$ cat src/hw/rtl/ffha_pkg.sv
// Shared types and constants for the first-fit heap allocator.
// No dependencies; used by the controller, the datapath, the top level and the checker.
`default_nettype none

package ffha_pkg;

  localparam int unsigned HEAP_BYTES_DEF   = 256 * 1024;
  localparam int unsigned MAX_BLOCKS_DEF   = 64;
  localparam int unsigned HEADER_BYTES_DEF = 32;

  localparam int unsigned REQ_W    = 19;
  localparam int unsigned ADDR_W   = 18;
  localparam int unsigned STATUS_W = 3;
  localparam int unsigned MSR_W    = 8;
  localparam logic [MSR_W-1:0] MSR_RST = 8'd16;

  typedef enum logic [STATUS_W-1:0] {
    ST_OK      = 3'd0,
    ST_ZERO    = 3'd1,
    ST_NOFIT   = 3'd2,
    ST_NULL    = 3'd3,
    ST_DOUBLE  = 3'd4,
    ST_UNKNOWN = 3'd5
  } status_e;

  typedef enum logic {
    CMD_ALLOC = 1'b0,
    CMD_FREE  = 1'b1
  } cmd_e;

  typedef enum logic [3:0] {
    OP_NONE,
    OP_LOAD,
    OP_RD_PTR,
    OP_STEP,
    OP_HIT,
    OP_SPL_INIT,
    OP_SPL_RD,
    OP_SPL_WR,
    OP_TAIL,
    OP_MARK,
    OP_NXT_RD,
    OP_MERGE,
    OP_SHF_RD,
    OP_SHF_WR,
    OP_RESULT
  } op_e;

  typedef enum logic [3:0] {
    S_IDLE,
    S_CHK,
    S_RD,
    S_EV,
    S_ADEC,
    S_SRD,
    S_SWR,
    S_TAIL,
    S_MARK,
    S_DONE,
    S_NRD,
    S_NEV,
    S_SCHK,
    S_SHW
  } state_e;

  typedef struct packed {
    op_e     op;
    status_e st;
  } dp_cmd_t;

  typedef struct packed {
    logic is_free;     // current word is a free command
    logic req_zero;
    logic addr_zero;
    logic at_end;      // walk pointer reached the block count
    logic fit;
    logic match;
    logic rd_free;
    logic split_ok;
    logic at_tail;     // split shift has reached the slot after the hit
    logic has_next;
    logic shift_done;
  } dp_stat_t;

endpackage

`default_nettype wire

$ cat src/hw/rtl/first_fit_heap_allocator.sv
// First-fit heap allocator: one word in, one status word out on a one-cycle done_o strobe.
// Work grows with every block walked and every entry moved by a split or merge, set by one
// table access per cycle.
// One word at a time: start is taken again in the cycle the strobe shows.
// The receiver cannot stall; each done_o strobe lasts one cycle only, and status_o holds until the next result.
// Reset: asynchronous, active low; table holds one free block covering the heap.
`default_nettype none

module first_fit_heap_allocator #(
  parameter int unsigned HEAP_BYTES   = ffha_pkg::HEAP_BYTES_DEF,
  parameter int unsigned MAX_BLOCKS   = ffha_pkg::MAX_BLOCKS_DEF,
  parameter int unsigned HEADER_BYTES = ffha_pkg::HEADER_BYTES_DEF
) (
  input  wire                            clk_i,
  input  wire                            rst_ni,
  input  wire                            start,
  output logic                           busy,
  input  wire                            cmd_i,
  input  wire [ffha_pkg::REQ_W-1:0]      req_size_i,
  input  wire [ffha_pkg::ADDR_W-1:0]     free_addr_i,
  output logic                           done_o,
  output logic [ffha_pkg::STATUS_W-1:0]  status_o,
  input  wire                            cfg_we_i,
  input  wire [ffha_pkg::MSR_W-1:0]      cfg_wdata_i
);

  ffha_pkg::dp_cmd_t  dp_cmd;
  ffha_pkg::dp_stat_t dp_stat;

  ffha_ctrl u_ctrl (
    .clk_i   (clk_i),
    .rst_ni  (rst_ni),
    .start_i (start),
    .busy_o  (busy),
    .stat_i  (dp_stat),
    .cmd_o   (dp_cmd)
  );

  ffha_dp #(
    .HEAP_BYTES   (HEAP_BYTES),
    .MAX_BLOCKS   (MAX_BLOCKS),
    .HEADER_BYTES (HEADER_BYTES)
  ) u_dp (
    .clk_i       (clk_i),
    .rst_ni      (rst_ni),
    .cmd_i       (dp_cmd),
    .stat_o      (dp_stat),
    .in_cmd_i    (cmd_i),
    .in_req_i    (req_size_i),
    .in_addr_i   (free_addr_i),
    .cfg_we_i    (cfg_we_i),
    .cfg_wdata_i (cfg_wdata_i),
    .done_o      (done_o),
    .status_o    (status_o)
  );

endmodule

`default_nettype wire

$ cat src/hw/rtl/ffha_dp.sv
// Datapath: block table memory, walk pointer, running offset and merge/split arithmetic.
// Depends on ffha_pkg; driven by ffha_ctrl through dp_cmd_t, reports through dp_stat_t.
`default_nettype none

module ffha_dp #(
  parameter int unsigned HEAP_BYTES   = ffha_pkg::HEAP_BYTES_DEF,
  parameter int unsigned MAX_BLOCKS   = ffha_pkg::MAX_BLOCKS_DEF,
  parameter int unsigned HEADER_BYTES = ffha_pkg::HEADER_BYTES_DEF
) (
  input  wire                               clk_i,
  input  wire                               rst_ni,
  input  wire ffha_pkg::dp_cmd_t            cmd_i,
  output ffha_pkg::dp_stat_t                stat_o,
  input  wire                               in_cmd_i,
  input  wire [ffha_pkg::REQ_W-1:0]         in_req_i,
  input  wire [ffha_pkg::ADDR_W-1:0]        in_addr_i,
  input  wire                               cfg_we_i,
  input  wire [ffha_pkg::MSR_W-1:0]         cfg_wdata_i,
  output logic                              done_o,
  output logic [ffha_pkg::STATUS_W-1:0]     status_o
);

  localparam int unsigned AW = $clog2(HEAP_BYTES);
  localparam int unsigned IW = (MAX_BLOCKS > 1) ? $clog2(MAX_BLOCKS) : 1;
  localparam int unsigned NW = $clog2(MAX_BLOCKS + 1);
  localparam int unsigned CW = ((AW > ffha_pkg::REQ_W) ? AW : ffha_pkg::REQ_W) + 2;
  localparam logic [CW-1:0] HDR_C     = CW'(HEADER_BYTES);
  localparam logic [AW-1:0] INIT_SIZE = AW'(HEAP_BYTES - HEADER_BYTES);
  localparam logic [NW-1:0] MAX_C     = NW'(MAX_BLOCKS);

  // one word per block: {free, data size}; header offsets follow from the running sum
  logic [AW:0] mem [MAX_BLOCKS];

  logic                        cmd_q;
  logic [ffha_pkg::REQ_W-1:0]  req_q;
  logic [ffha_pkg::ADDR_W-1:0] addr_q;
  logic [ffha_pkg::MSR_W-1:0]  msr_q;
  logic [NW-1:0]               cnt_q, ptr_q, hit_q;
  logic [CW-1:0]               off_q;
  logic                        prev_free_q, split_q, init0_q;
  logic [AW-1:0]               prev_size_q, hsize_q;
  logic                        rd_free_q;
  logic [AW-1:0]               rd_size_q;
  logic [1:0]                  r_q;
  logic                        done_q;
  logic [ffha_pkg::STATUS_W-1:0] status_q;

  logic            mem_we, rd_en;
  logic [IW-1:0]   mem_waddr, rd_addr;
  logic [AW:0]     mem_wdata;
  logic [NW-1:0]   ptr_dec, hit_inc, hit_dec, j_idx;
  logic [NW:0]     shf_src;
  logic            nf, pf;
  logic [CW-1:0]   s0, s_mrg;
  logic [1:0]      r_new;

  assign ptr_dec = ptr_q - NW'(1);
  assign hit_inc = hit_q + NW'(1);
  assign hit_dec = hit_q - NW'(1);
  assign shf_src = {1'b0, ptr_q} + (NW + 1)'(r_q);

  assign nf    = (hit_inc < cnt_q) && rd_free_q;
  assign pf    = (hit_q != '0) && prev_free_q;
  assign s0    = CW'(hsize_q) + (nf ? (CW'(rd_size_q) + HDR_C) : '0);
  assign s_mrg = pf ? (CW'(prev_size_q) + s0 + HDR_C) : s0;
  assign j_idx = pf ? hit_dec : hit_q;
  assign r_new = {1'b0, nf} + {1'b0, pf};

  always_comb begin
    stat_o.is_free    = cmd_q;
    stat_o.req_zero   = (req_q == '0);
    stat_o.addr_zero  = (addr_q == '0);
    stat_o.at_end     = (ptr_q >= cnt_q);
    stat_o.fit        = rd_free_q && (CW'(rd_size_q) >= CW'(req_q));
    stat_o.match      = ((off_q + HDR_C) == CW'(addr_q));
    stat_o.rd_free    = rd_free_q;
    stat_o.split_ok   = (CW'(hsize_q) > (CW'(req_q) + HDR_C + CW'(msr_q)))
                        && (cnt_q < MAX_C);
    stat_o.at_tail    = (ptr_q == hit_inc);
    stat_o.has_next   = (hit_inc < cnt_q);
    stat_o.shift_done = (r_q == 2'd0) || (shf_src >= {1'b0, cnt_q});
  end

  always_comb begin
    mem_we    = 1'b0;
    mem_waddr = '0;
    mem_wdata = '0;
    rd_en     = 1'b0;
    rd_addr   = '0;
    case (cmd_i.op)
      ffha_pkg::OP_RD_PTR: begin
        rd_en   = 1'b1;
        rd_addr = ptr_q[IW-1:0];
      end
      ffha_pkg::OP_SPL_RD: begin
        rd_en   = 1'b1;
        rd_addr = ptr_dec[IW-1:0];
      end
      ffha_pkg::OP_SPL_WR, ffha_pkg::OP_SHF_WR: begin
        mem_we    = 1'b1;
        mem_waddr = ptr_q[IW-1:0];
        mem_wdata = {rd_free_q, rd_size_q};
      end
      ffha_pkg::OP_TAIL: begin
        mem_we    = 1'b1;
        mem_waddr = hit_inc[IW-1:0];
        mem_wdata = {1'b1, AW'(CW'(hsize_q) - CW'(req_q) - HDR_C)};
      end
      ffha_pkg::OP_MARK: begin
        mem_we    = 1'b1;
        mem_waddr = hit_q[IW-1:0];
        mem_wdata = {1'b0, split_q ? AW'(req_q) : hsize_q};
      end
      ffha_pkg::OP_NXT_RD: begin
        rd_en   = 1'b1;
        rd_addr = hit_inc[IW-1:0];
      end
      ffha_pkg::OP_MERGE: begin
        mem_we    = 1'b1;
        mem_waddr = j_idx[IW-1:0];
        mem_wdata = {1'b1, AW'(s_mrg)};
      end
      ffha_pkg::OP_SHF_RD: begin
        rd_en   = 1'b1;
        rd_addr = shf_src[IW-1:0];
      end
      default: ;
    endcase
  end

  always_ff @(posedge clk_i) begin
    if (mem_we) begin
      mem[mem_waddr] <= mem_wdata;
    end
  end

  // entry 0 reads as the whole heap until first written
  always_ff @(posedge clk_i) begin
    if (rd_en) begin
      if (init0_q && (rd_addr == '0)) begin
        rd_free_q <= 1'b1;
        rd_size_q <= INIT_SIZE;
      end else begin
        {rd_free_q, rd_size_q} <= mem[rd_addr];
      end
    end
  end

  always_ff @(posedge clk_i) begin
    case (cmd_i.op)
      ffha_pkg::OP_LOAD: begin
        cmd_q       <= in_cmd_i;
        req_q       <= in_req_i;
        addr_q      <= in_addr_i;
        ptr_q       <= '0;
        off_q       <= '0;
        prev_free_q <= 1'b0;
        split_q     <= 1'b0;
        r_q         <= 2'd0;
      end
      ffha_pkg::OP_STEP: begin
        prev_free_q <= rd_free_q;
        prev_size_q <= rd_size_q;
        off_q       <= off_q + HDR_C + CW'(rd_size_q);
        ptr_q       <= ptr_q + NW'(1);
      end
      ffha_pkg::OP_HIT: begin
        hit_q   <= ptr_q;
        hsize_q <= rd_size_q;
      end
      ffha_pkg::OP_SPL_INIT: begin
        ptr_q   <= cnt_q;
        split_q <= 1'b1;
      end
      ffha_pkg::OP_SPL_WR: ptr_q <= ptr_dec;
      ffha_pkg::OP_MERGE: begin
        ptr_q <= j_idx + NW'(1);
        r_q   <= r_new;
      end
      ffha_pkg::OP_SHF_WR: ptr_q <= ptr_q + NW'(1);
      default: ;
    endcase
  end

  always_ff @(posedge clk_i or negedge rst_ni) begin
    if (!rst_ni) begin
      cnt_q    <= NW'(1);
      init0_q  <= 1'b1;
      msr_q    <= ffha_pkg::MSR_RST;
      done_q   <= 1'b0;
      status_q <= '0;
    end else begin
      if (cfg_we_i) begin
        msr_q <= cfg_wdata_i;
      end
      if (mem_we && (mem_waddr == '0)) begin
        init0_q <= 1'b0;
      end
      done_q <= (cmd_i.op == ffha_pkg::OP_RESULT);
      if (cmd_i.op == ffha_pkg::OP_RESULT) begin
        status_q <= cmd_i.st;
        cnt_q    <= cnt_q - NW'(r_q);
      end else if (cmd_i.op == ffha_pkg::OP_MARK) begin
        cnt_q <= cnt_q + NW'(split_q);
      end
    end
  end

  assign done_o   = done_q;
  assign status_o = status_q;

endmodule

`default_nettype wire

$ cat src/hw/rtl/ffha_ctrl.sv
// Controller FSM: sequences walk, split shift, merge and compaction of the block table.
// Depends on ffha_pkg; drives ffha_dp through dp_cmd_t.
`default_nettype none

module ffha_ctrl (
  input  wire                     clk_i,
  input  wire                     rst_ni,
  input  wire                     start_i,
  output logic                    busy_o,
  input  wire ffha_pkg::dp_stat_t stat_i,
  output ffha_pkg::dp_cmd_t       cmd_o
);

  ffha_pkg::state_e state_q, state_d;

  always_ff @(posedge clk_i or negedge rst_ni) begin
    if (!rst_ni) begin
      state_q <= ffha_pkg::S_IDLE;
    end else begin
      state_q <= state_d;
    end
  end

  always_comb begin
    state_d = state_q;
    case (state_q)
      ffha_pkg::S_IDLE: if (start_i) state_d = ffha_pkg::S_CHK;
      ffha_pkg::S_CHK: begin
        if (stat_i.is_free ? stat_i.addr_zero : stat_i.req_zero) begin
          state_d = ffha_pkg::S_IDLE;
        end else begin
          state_d = ffha_pkg::S_RD;
        end
      end
      ffha_pkg::S_RD: state_d = stat_i.at_end ? ffha_pkg::S_IDLE : ffha_pkg::S_EV;
      ffha_pkg::S_EV: begin
        if (!stat_i.is_free) begin
          state_d = stat_i.fit ? ffha_pkg::S_ADEC : ffha_pkg::S_RD;
        end else if (stat_i.match) begin
          state_d = stat_i.rd_free ? ffha_pkg::S_IDLE : ffha_pkg::S_NRD;
        end else begin
          state_d = ffha_pkg::S_RD;
        end
      end
      ffha_pkg::S_ADEC: state_d = stat_i.split_ok ? ffha_pkg::S_SRD : ffha_pkg::S_MARK;
      ffha_pkg::S_SRD:  state_d = stat_i.at_tail ? ffha_pkg::S_TAIL : ffha_pkg::S_SWR;
      ffha_pkg::S_SWR:  state_d = ffha_pkg::S_SRD;
      ffha_pkg::S_TAIL: state_d = ffha_pkg::S_MARK;
      ffha_pkg::S_MARK: state_d = ffha_pkg::S_DONE;
      ffha_pkg::S_DONE: state_d = ffha_pkg::S_IDLE;
      ffha_pkg::S_NRD:  state_d = ffha_pkg::S_NEV;
      ffha_pkg::S_NEV:  state_d = ffha_pkg::S_SCHK;
      ffha_pkg::S_SCHK: state_d = stat_i.shift_done ? ffha_pkg::S_IDLE : ffha_pkg::S_SHW;
      ffha_pkg::S_SHW:  state_d = ffha_pkg::S_SCHK;
      default:          state_d = ffha_pkg::S_IDLE;
    endcase
  end

  always_comb begin
    cmd_o.op = ffha_pkg::OP_NONE;
    cmd_o.st = ffha_pkg::ST_OK;
    case (state_q)
      ffha_pkg::S_IDLE: if (start_i) cmd_o.op = ffha_pkg::OP_LOAD;
      ffha_pkg::S_CHK: begin
        if (stat_i.is_free && stat_i.addr_zero) begin
          cmd_o.op = ffha_pkg::OP_RESULT;
          cmd_o.st = ffha_pkg::ST_NULL;
        end else if (!stat_i.is_free && stat_i.req_zero) begin
          cmd_o.op = ffha_pkg::OP_RESULT;
          cmd_o.st = ffha_pkg::ST_ZERO;
        end
      end
      ffha_pkg::S_RD: begin
        if (stat_i.at_end) begin
          cmd_o.op = ffha_pkg::OP_RESULT;
          cmd_o.st = stat_i.is_free ? ffha_pkg::ST_UNKNOWN : ffha_pkg::ST_NOFIT;
        end else begin
          cmd_o.op = ffha_pkg::OP_RD_PTR;
        end
      end
      ffha_pkg::S_EV: begin
        if (!stat_i.is_free) begin
          cmd_o.op = stat_i.fit ? ffha_pkg::OP_HIT : ffha_pkg::OP_STEP;
        end else if (stat_i.match) begin
          if (stat_i.rd_free) begin
            cmd_o.op = ffha_pkg::OP_RESULT;
            cmd_o.st = ffha_pkg::ST_DOUBLE;
          end else begin
            cmd_o.op = ffha_pkg::OP_HIT;
          end
        end else begin
          cmd_o.op = ffha_pkg::OP_STEP;
        end
      end
      ffha_pkg::S_ADEC: if (stat_i.split_ok) cmd_o.op = ffha_pkg::OP_SPL_INIT;
      ffha_pkg::S_SRD:  if (!stat_i.at_tail) cmd_o.op = ffha_pkg::OP_SPL_RD;
      ffha_pkg::S_SWR:  cmd_o.op = ffha_pkg::OP_SPL_WR;
      ffha_pkg::S_TAIL: cmd_o.op = ffha_pkg::OP_TAIL;
      ffha_pkg::S_MARK: cmd_o.op = ffha_pkg::OP_MARK;
      ffha_pkg::S_DONE: cmd_o.op = ffha_pkg::OP_RESULT;
      ffha_pkg::S_NRD:  if (stat_i.has_next) cmd_o.op = ffha_pkg::OP_NXT_RD;
      ffha_pkg::S_NEV:  cmd_o.op = ffha_pkg::OP_MERGE;
      ffha_pkg::S_SCHK: cmd_o.op = stat_i.shift_done ? ffha_pkg::OP_RESULT : ffha_pkg::OP_SHF_RD;
      ffha_pkg::S_SHW:  cmd_o.op = ffha_pkg::OP_SHF_WR;
      default: ;
    endcase
  end

  assign busy_o = (state_q != ffha_pkg::S_IDLE);

endmodule

`default_nettype wire

$ cat config.mk
export PLATFORM = sky130hd
export DESIGN_NAME = first_fit_heap_allocator
export DESIGN_NICKNAME = d
export VERILOG_FILES = /design/src/hw/rtl/ffha_pkg.sv /design/src/hw/rtl/first_fit_heap_allocator.sv /design/src/hw/rtl/ffha_dp.sv /design/src/hw/rtl/ffha_ctrl.sv
export SDC_FILE = /design/constraint.sdc
export NUM_CORES = 2
export LEC_CHECK = 0
export BUFFER_PORTS_ARGS = -buffer_cell sky130_fd_sc_hd__buf_2
export CORE_MARGIN = 4
export CORE_UTILIZATION = 63
export DETAILED_ROUTE_END_ITERATION = 10
export PLACE_DENSITY_LB_ADDON = 0.08
export SYNTH_ARGS = -nofsm -noshare
export SYNTH_HDL_FRONTEND = slang
export SYNTH_HIERARCHICAL = 1
export SYNTH_SLANG_ARGS = --single-unit
$ cat constraint.sdc
create_clock -name clk_i -period 15.2 [get_ports clk_i]
set_clock_uncertainty 0.2 [all_clocks]
set_input_delay 3.04 -clock clk_i [delete_from_list [all_inputs] [get_ports clk_i]]
set_output_delay 3.04 -clock clk_i [all_outputs]
set_load 0.02 [all_outputs]
==> flow_summary.ini <==
[run_status]
outcome = finished clean

[critical_path]
r2r-end = u_dp/rd_size_q[4]$_SDFFCE_PP0P_
reg2regPathDepth = 34
cp-start-kind = flip-flop
reg2reg_from = u_dp/req_q[2]$_DFFE_PP_
r2r_setup_slack_ns = 4.76
crit_arrival_ns = 10.86
worstSetupPathType = reg2reg
worst_path_max_delay_cell = buf_4
critPathMostFrequentCell = buf_4
cp_max_fo = 76
slowest_delay_ns = 0.85
cp-end-kind = flip-flop
critPathRequiredTime_ns = 15.62

[floorplan]
coreArea_um2 = 98700
die_area_um2 = 105000
initial_core_util = 0.637
die_h_um = 324
ios = 55
die_w_um = 324
rows = 115

[global_route]
grt_util_all_layers = 0.353
first_global_vias = 41447
grt_pass1_wl_um = 271000
grt_overflow = 0
grt_max_degree = 147
antenna_found_initial = 5

[synth]
synth.yosys.seq_area_share = 0.653
syn_avg_cell_area_um2 = 12.1
synth_compound_area_frac = 0.0956
synth_top_family_by_area = simple AND/OR/NAND/NOR gates
netlist_area_um2 = 62900
synthXorXnorAreaFrac = 0.0221
synth_most_common_cell = edfxtp_1
syn-num-nets = 5461
synth_top_cell_area_share = 0.644
synth_common_cells = edfxtp_1 (1348), nand2_1 (1175), nand3_1 (330)
synth.area.mux_share = 0.0101
synth_edf_count = 1348
synth_area_leaders = edfxtp_1 (64%), nand2_1 (7.0%), ha_1 (3.8%)
yosys.area_share.simple = 0.146
ys_warn_count = 6
synthFlopType = edfxtp_1
synthArstFlopShare = 0.0175
synthAdderAreaFrac = 0.0400
synthDistinctLibCells = 99
synth_area_leader_cell = edfxtp_1
synthCells = 5214
synth_seq_cells = 1372

[sta]
worst_pin_slew_ns = 1.33
setup_viol = 0
fin_crit_sh = 0.687
rsz0062_at_grt = no
fin_crit_ns = 10.44
slew_viol_final = 0
fin_tns_setup_ns = 0
clock.fmax_mhz = 95.8
hold_viol_final = 0
max-slew-margin-rel = 0.103

[placed_design]
numPortBuffers = 54
hpwl_um = 109000
gp_congestion = 0.922

[route]
antenna_left = 0
drc = 0
viasPerCell = 6.67
routedWlPerCell_um = 28.2
dr.pass1.iters = 8
routed_wl_um = 187000
drt_iter0_markers = 6055
vias = 44224

[finish]
drive_gt1_frac = 0.0942
fin_nets = 5476
multi_input_area_um2 = 20300
fillers = 6858
fin_util = 0.700
synthToLayoutAreaGrowth_pct = 9.82
seqCellArea_um2 = 41100

[flow_run]
drv_cap = 0

[clock_network]
ctsRootBufferMaster = clkbuf_16
cts-htree-levels = 4
clk_latency_ns = 0.77
cts_tree = done
clock_sinks = 1372
cts_buffers = 139
cts_resized = 0
clk_path_buf_depth = 3
cts_hold_buf = 0
post_cts_buffers = 0
clk_pin_slew_ns = 0.06

[min_path]
whs_endpoint = u_dp/status_o[2]$_DFFE_PN0P_
hold_depth = 2
hp-start = u_dp/status_o[2]$_DFFE_PN0P_
hold_path_class = reg2reg
-- worst max-delay path by stage --
stage	from	slack, ns	end
after global placement	u_dp/req_q[2]$_DFFE_PP_	4.66	u_dp/rd_free_q$_SDFFCE_PP1P_
final	u_dp/req_q[2]$_DFFE_PP_	4.76	u_dp/rd_size_q[4]$_SDFFCE_PP0P_
after floorplan	u_dp/hit_q[0]$_DFFE_PN_	4.41	u_dp/mem[0][14]$_DFFE_PP_
after detailed placement	u_dp/req_q[2]$_DFFE_PP_	4.88	u_dp/rd_size_q[4]$_SDFFCE_PP0P_
after CTS	u_dp/req_q[2]$_DFFE_PP_	4.83	u_dp/rd_size_q[4]$_SDFFCE_PP0P_
after global routing	u_dp/req_q[2]$_DFFE_PP_	4.27	u_dp/rd_size_q[9]$_SDFFCE_PP1P_
-- cells by family after synthesis --
family	Yosys count
XOR/XNOR	159
AND/OR/NAND/NOR	2092
multiplexers	59
flip-flops	1372
buffers and inverters	421
adder cells (fa/ha/maj)	197
AO/OA/AOI/OAI	914
-- final cells by class --
class | instances | area share
flip-flops and latches | 1372 | 0.595
multi-input cells | 3421 | 0.294
clock buffers | 177 | 0.0535
well taps | 1287 | 0.0233
repair buffers | 168 | 0.0171
clock inverters | 74 | 0.0102
inverters | 127 | 0.00690
diodes | 1 | 0.0000362
-- per-stage QoR --
step,worst slack [ns],instance area (um^2),cells,hold WS [ns]
2_1_floorplan,4.41,62900,5214,0.249
3_3_place_gp,4.66,64600,6373,0.257
3_5_place_dp,4.88,64700,6375,0.283
4_1_cts,4.83,69100,6626,0.299
5_1_grt,4.27,69100,6626,0.315
6_report,4.76,69100,6627,0.294
-- critical path, delay by kind of cell (launching register included) --
family / cells / cell delay, ns
compound gates: 15 / 3.29
buf+inv: 5 / 2.75
simple gates: 10 / 2.39
fa+ha+maj: 3 / 0.98
flops: 1 / 0.44
xor+xnor: 1 / 0.15
-- sequential cells by signal, indices dropped and copies added, names as in the netlist, 8 cells and up --
name,cells
u_dp/mem,1216
u_dp/addr_q,18
u_dp/rd_size_q,18
u_dp/msr_q,8
u_dp/prev_size_q,18
u_dp/off_q,21
u_dp/hsize_q,18
u_dp/req_q,19
-- placed cells by master (no fill, tap or decap), types with 20 or more instances in the layout --
| master | Yosys | routed |
|---|---|---|
| buf_2 | 176 | 54 |
| nand2_1 | 1175 | 1174 |
| clkbuf_16 | 0 | 141 |
| nor3_1 | 58 | 54 |
| buf_4 | 39 | 108 |
| nor2_2 | 3 | 42 |
| dfrtp_1 | 21 | 21 |
| nor2_1 | 233 | 166 |
| o21a_1 | 20 | 20 |
| xnor2_1 | 107 | 107 |
| xor2_1 | 52 | 52 |
| o21ai_0 | 143 | 133 |
| o22ai_1 | 26 | 26 |
| nor2b_1 | 28 | 28 |
| a311oi_1 | 96 | 96 |
| a31oi_1 | 81 | 81 |
| a211oi_1 | 73 | 73 |
| mux2i_1 | 43 | 43 |
| a21oi_1 | 275 | 274 |
| and3_1 | 122 | 122 |
| clkbuf_1 | 52 | 33 |
| edfxtp_1 | 1348 | 1348 |
| nor2_4 | 0 | 28 |
| a21o_1 | 30 | 30 |
| nand2b_1 | 34 | 34 |
| nand3_1 | 330 | 330 |
| clkinv_1 | 0 | 34 |
| ha_1 | 190 | 190 |
| nand4_1 | 27 | 27 |
| inv_1 | 125 | 125 |
-- per-layer routing --
layer	share of wire	track usage	wire, um
met4	0.056	0.178	10400
met2	0.46	0.546	85100
met3	0.12	0.0798	23300
met5	0	0	0
met1	0.36	0.476	67800
Power is left out: the tool's default activity adds up to more than one toggle a clock period on the data nets, which glitch-free logic cannot reach.
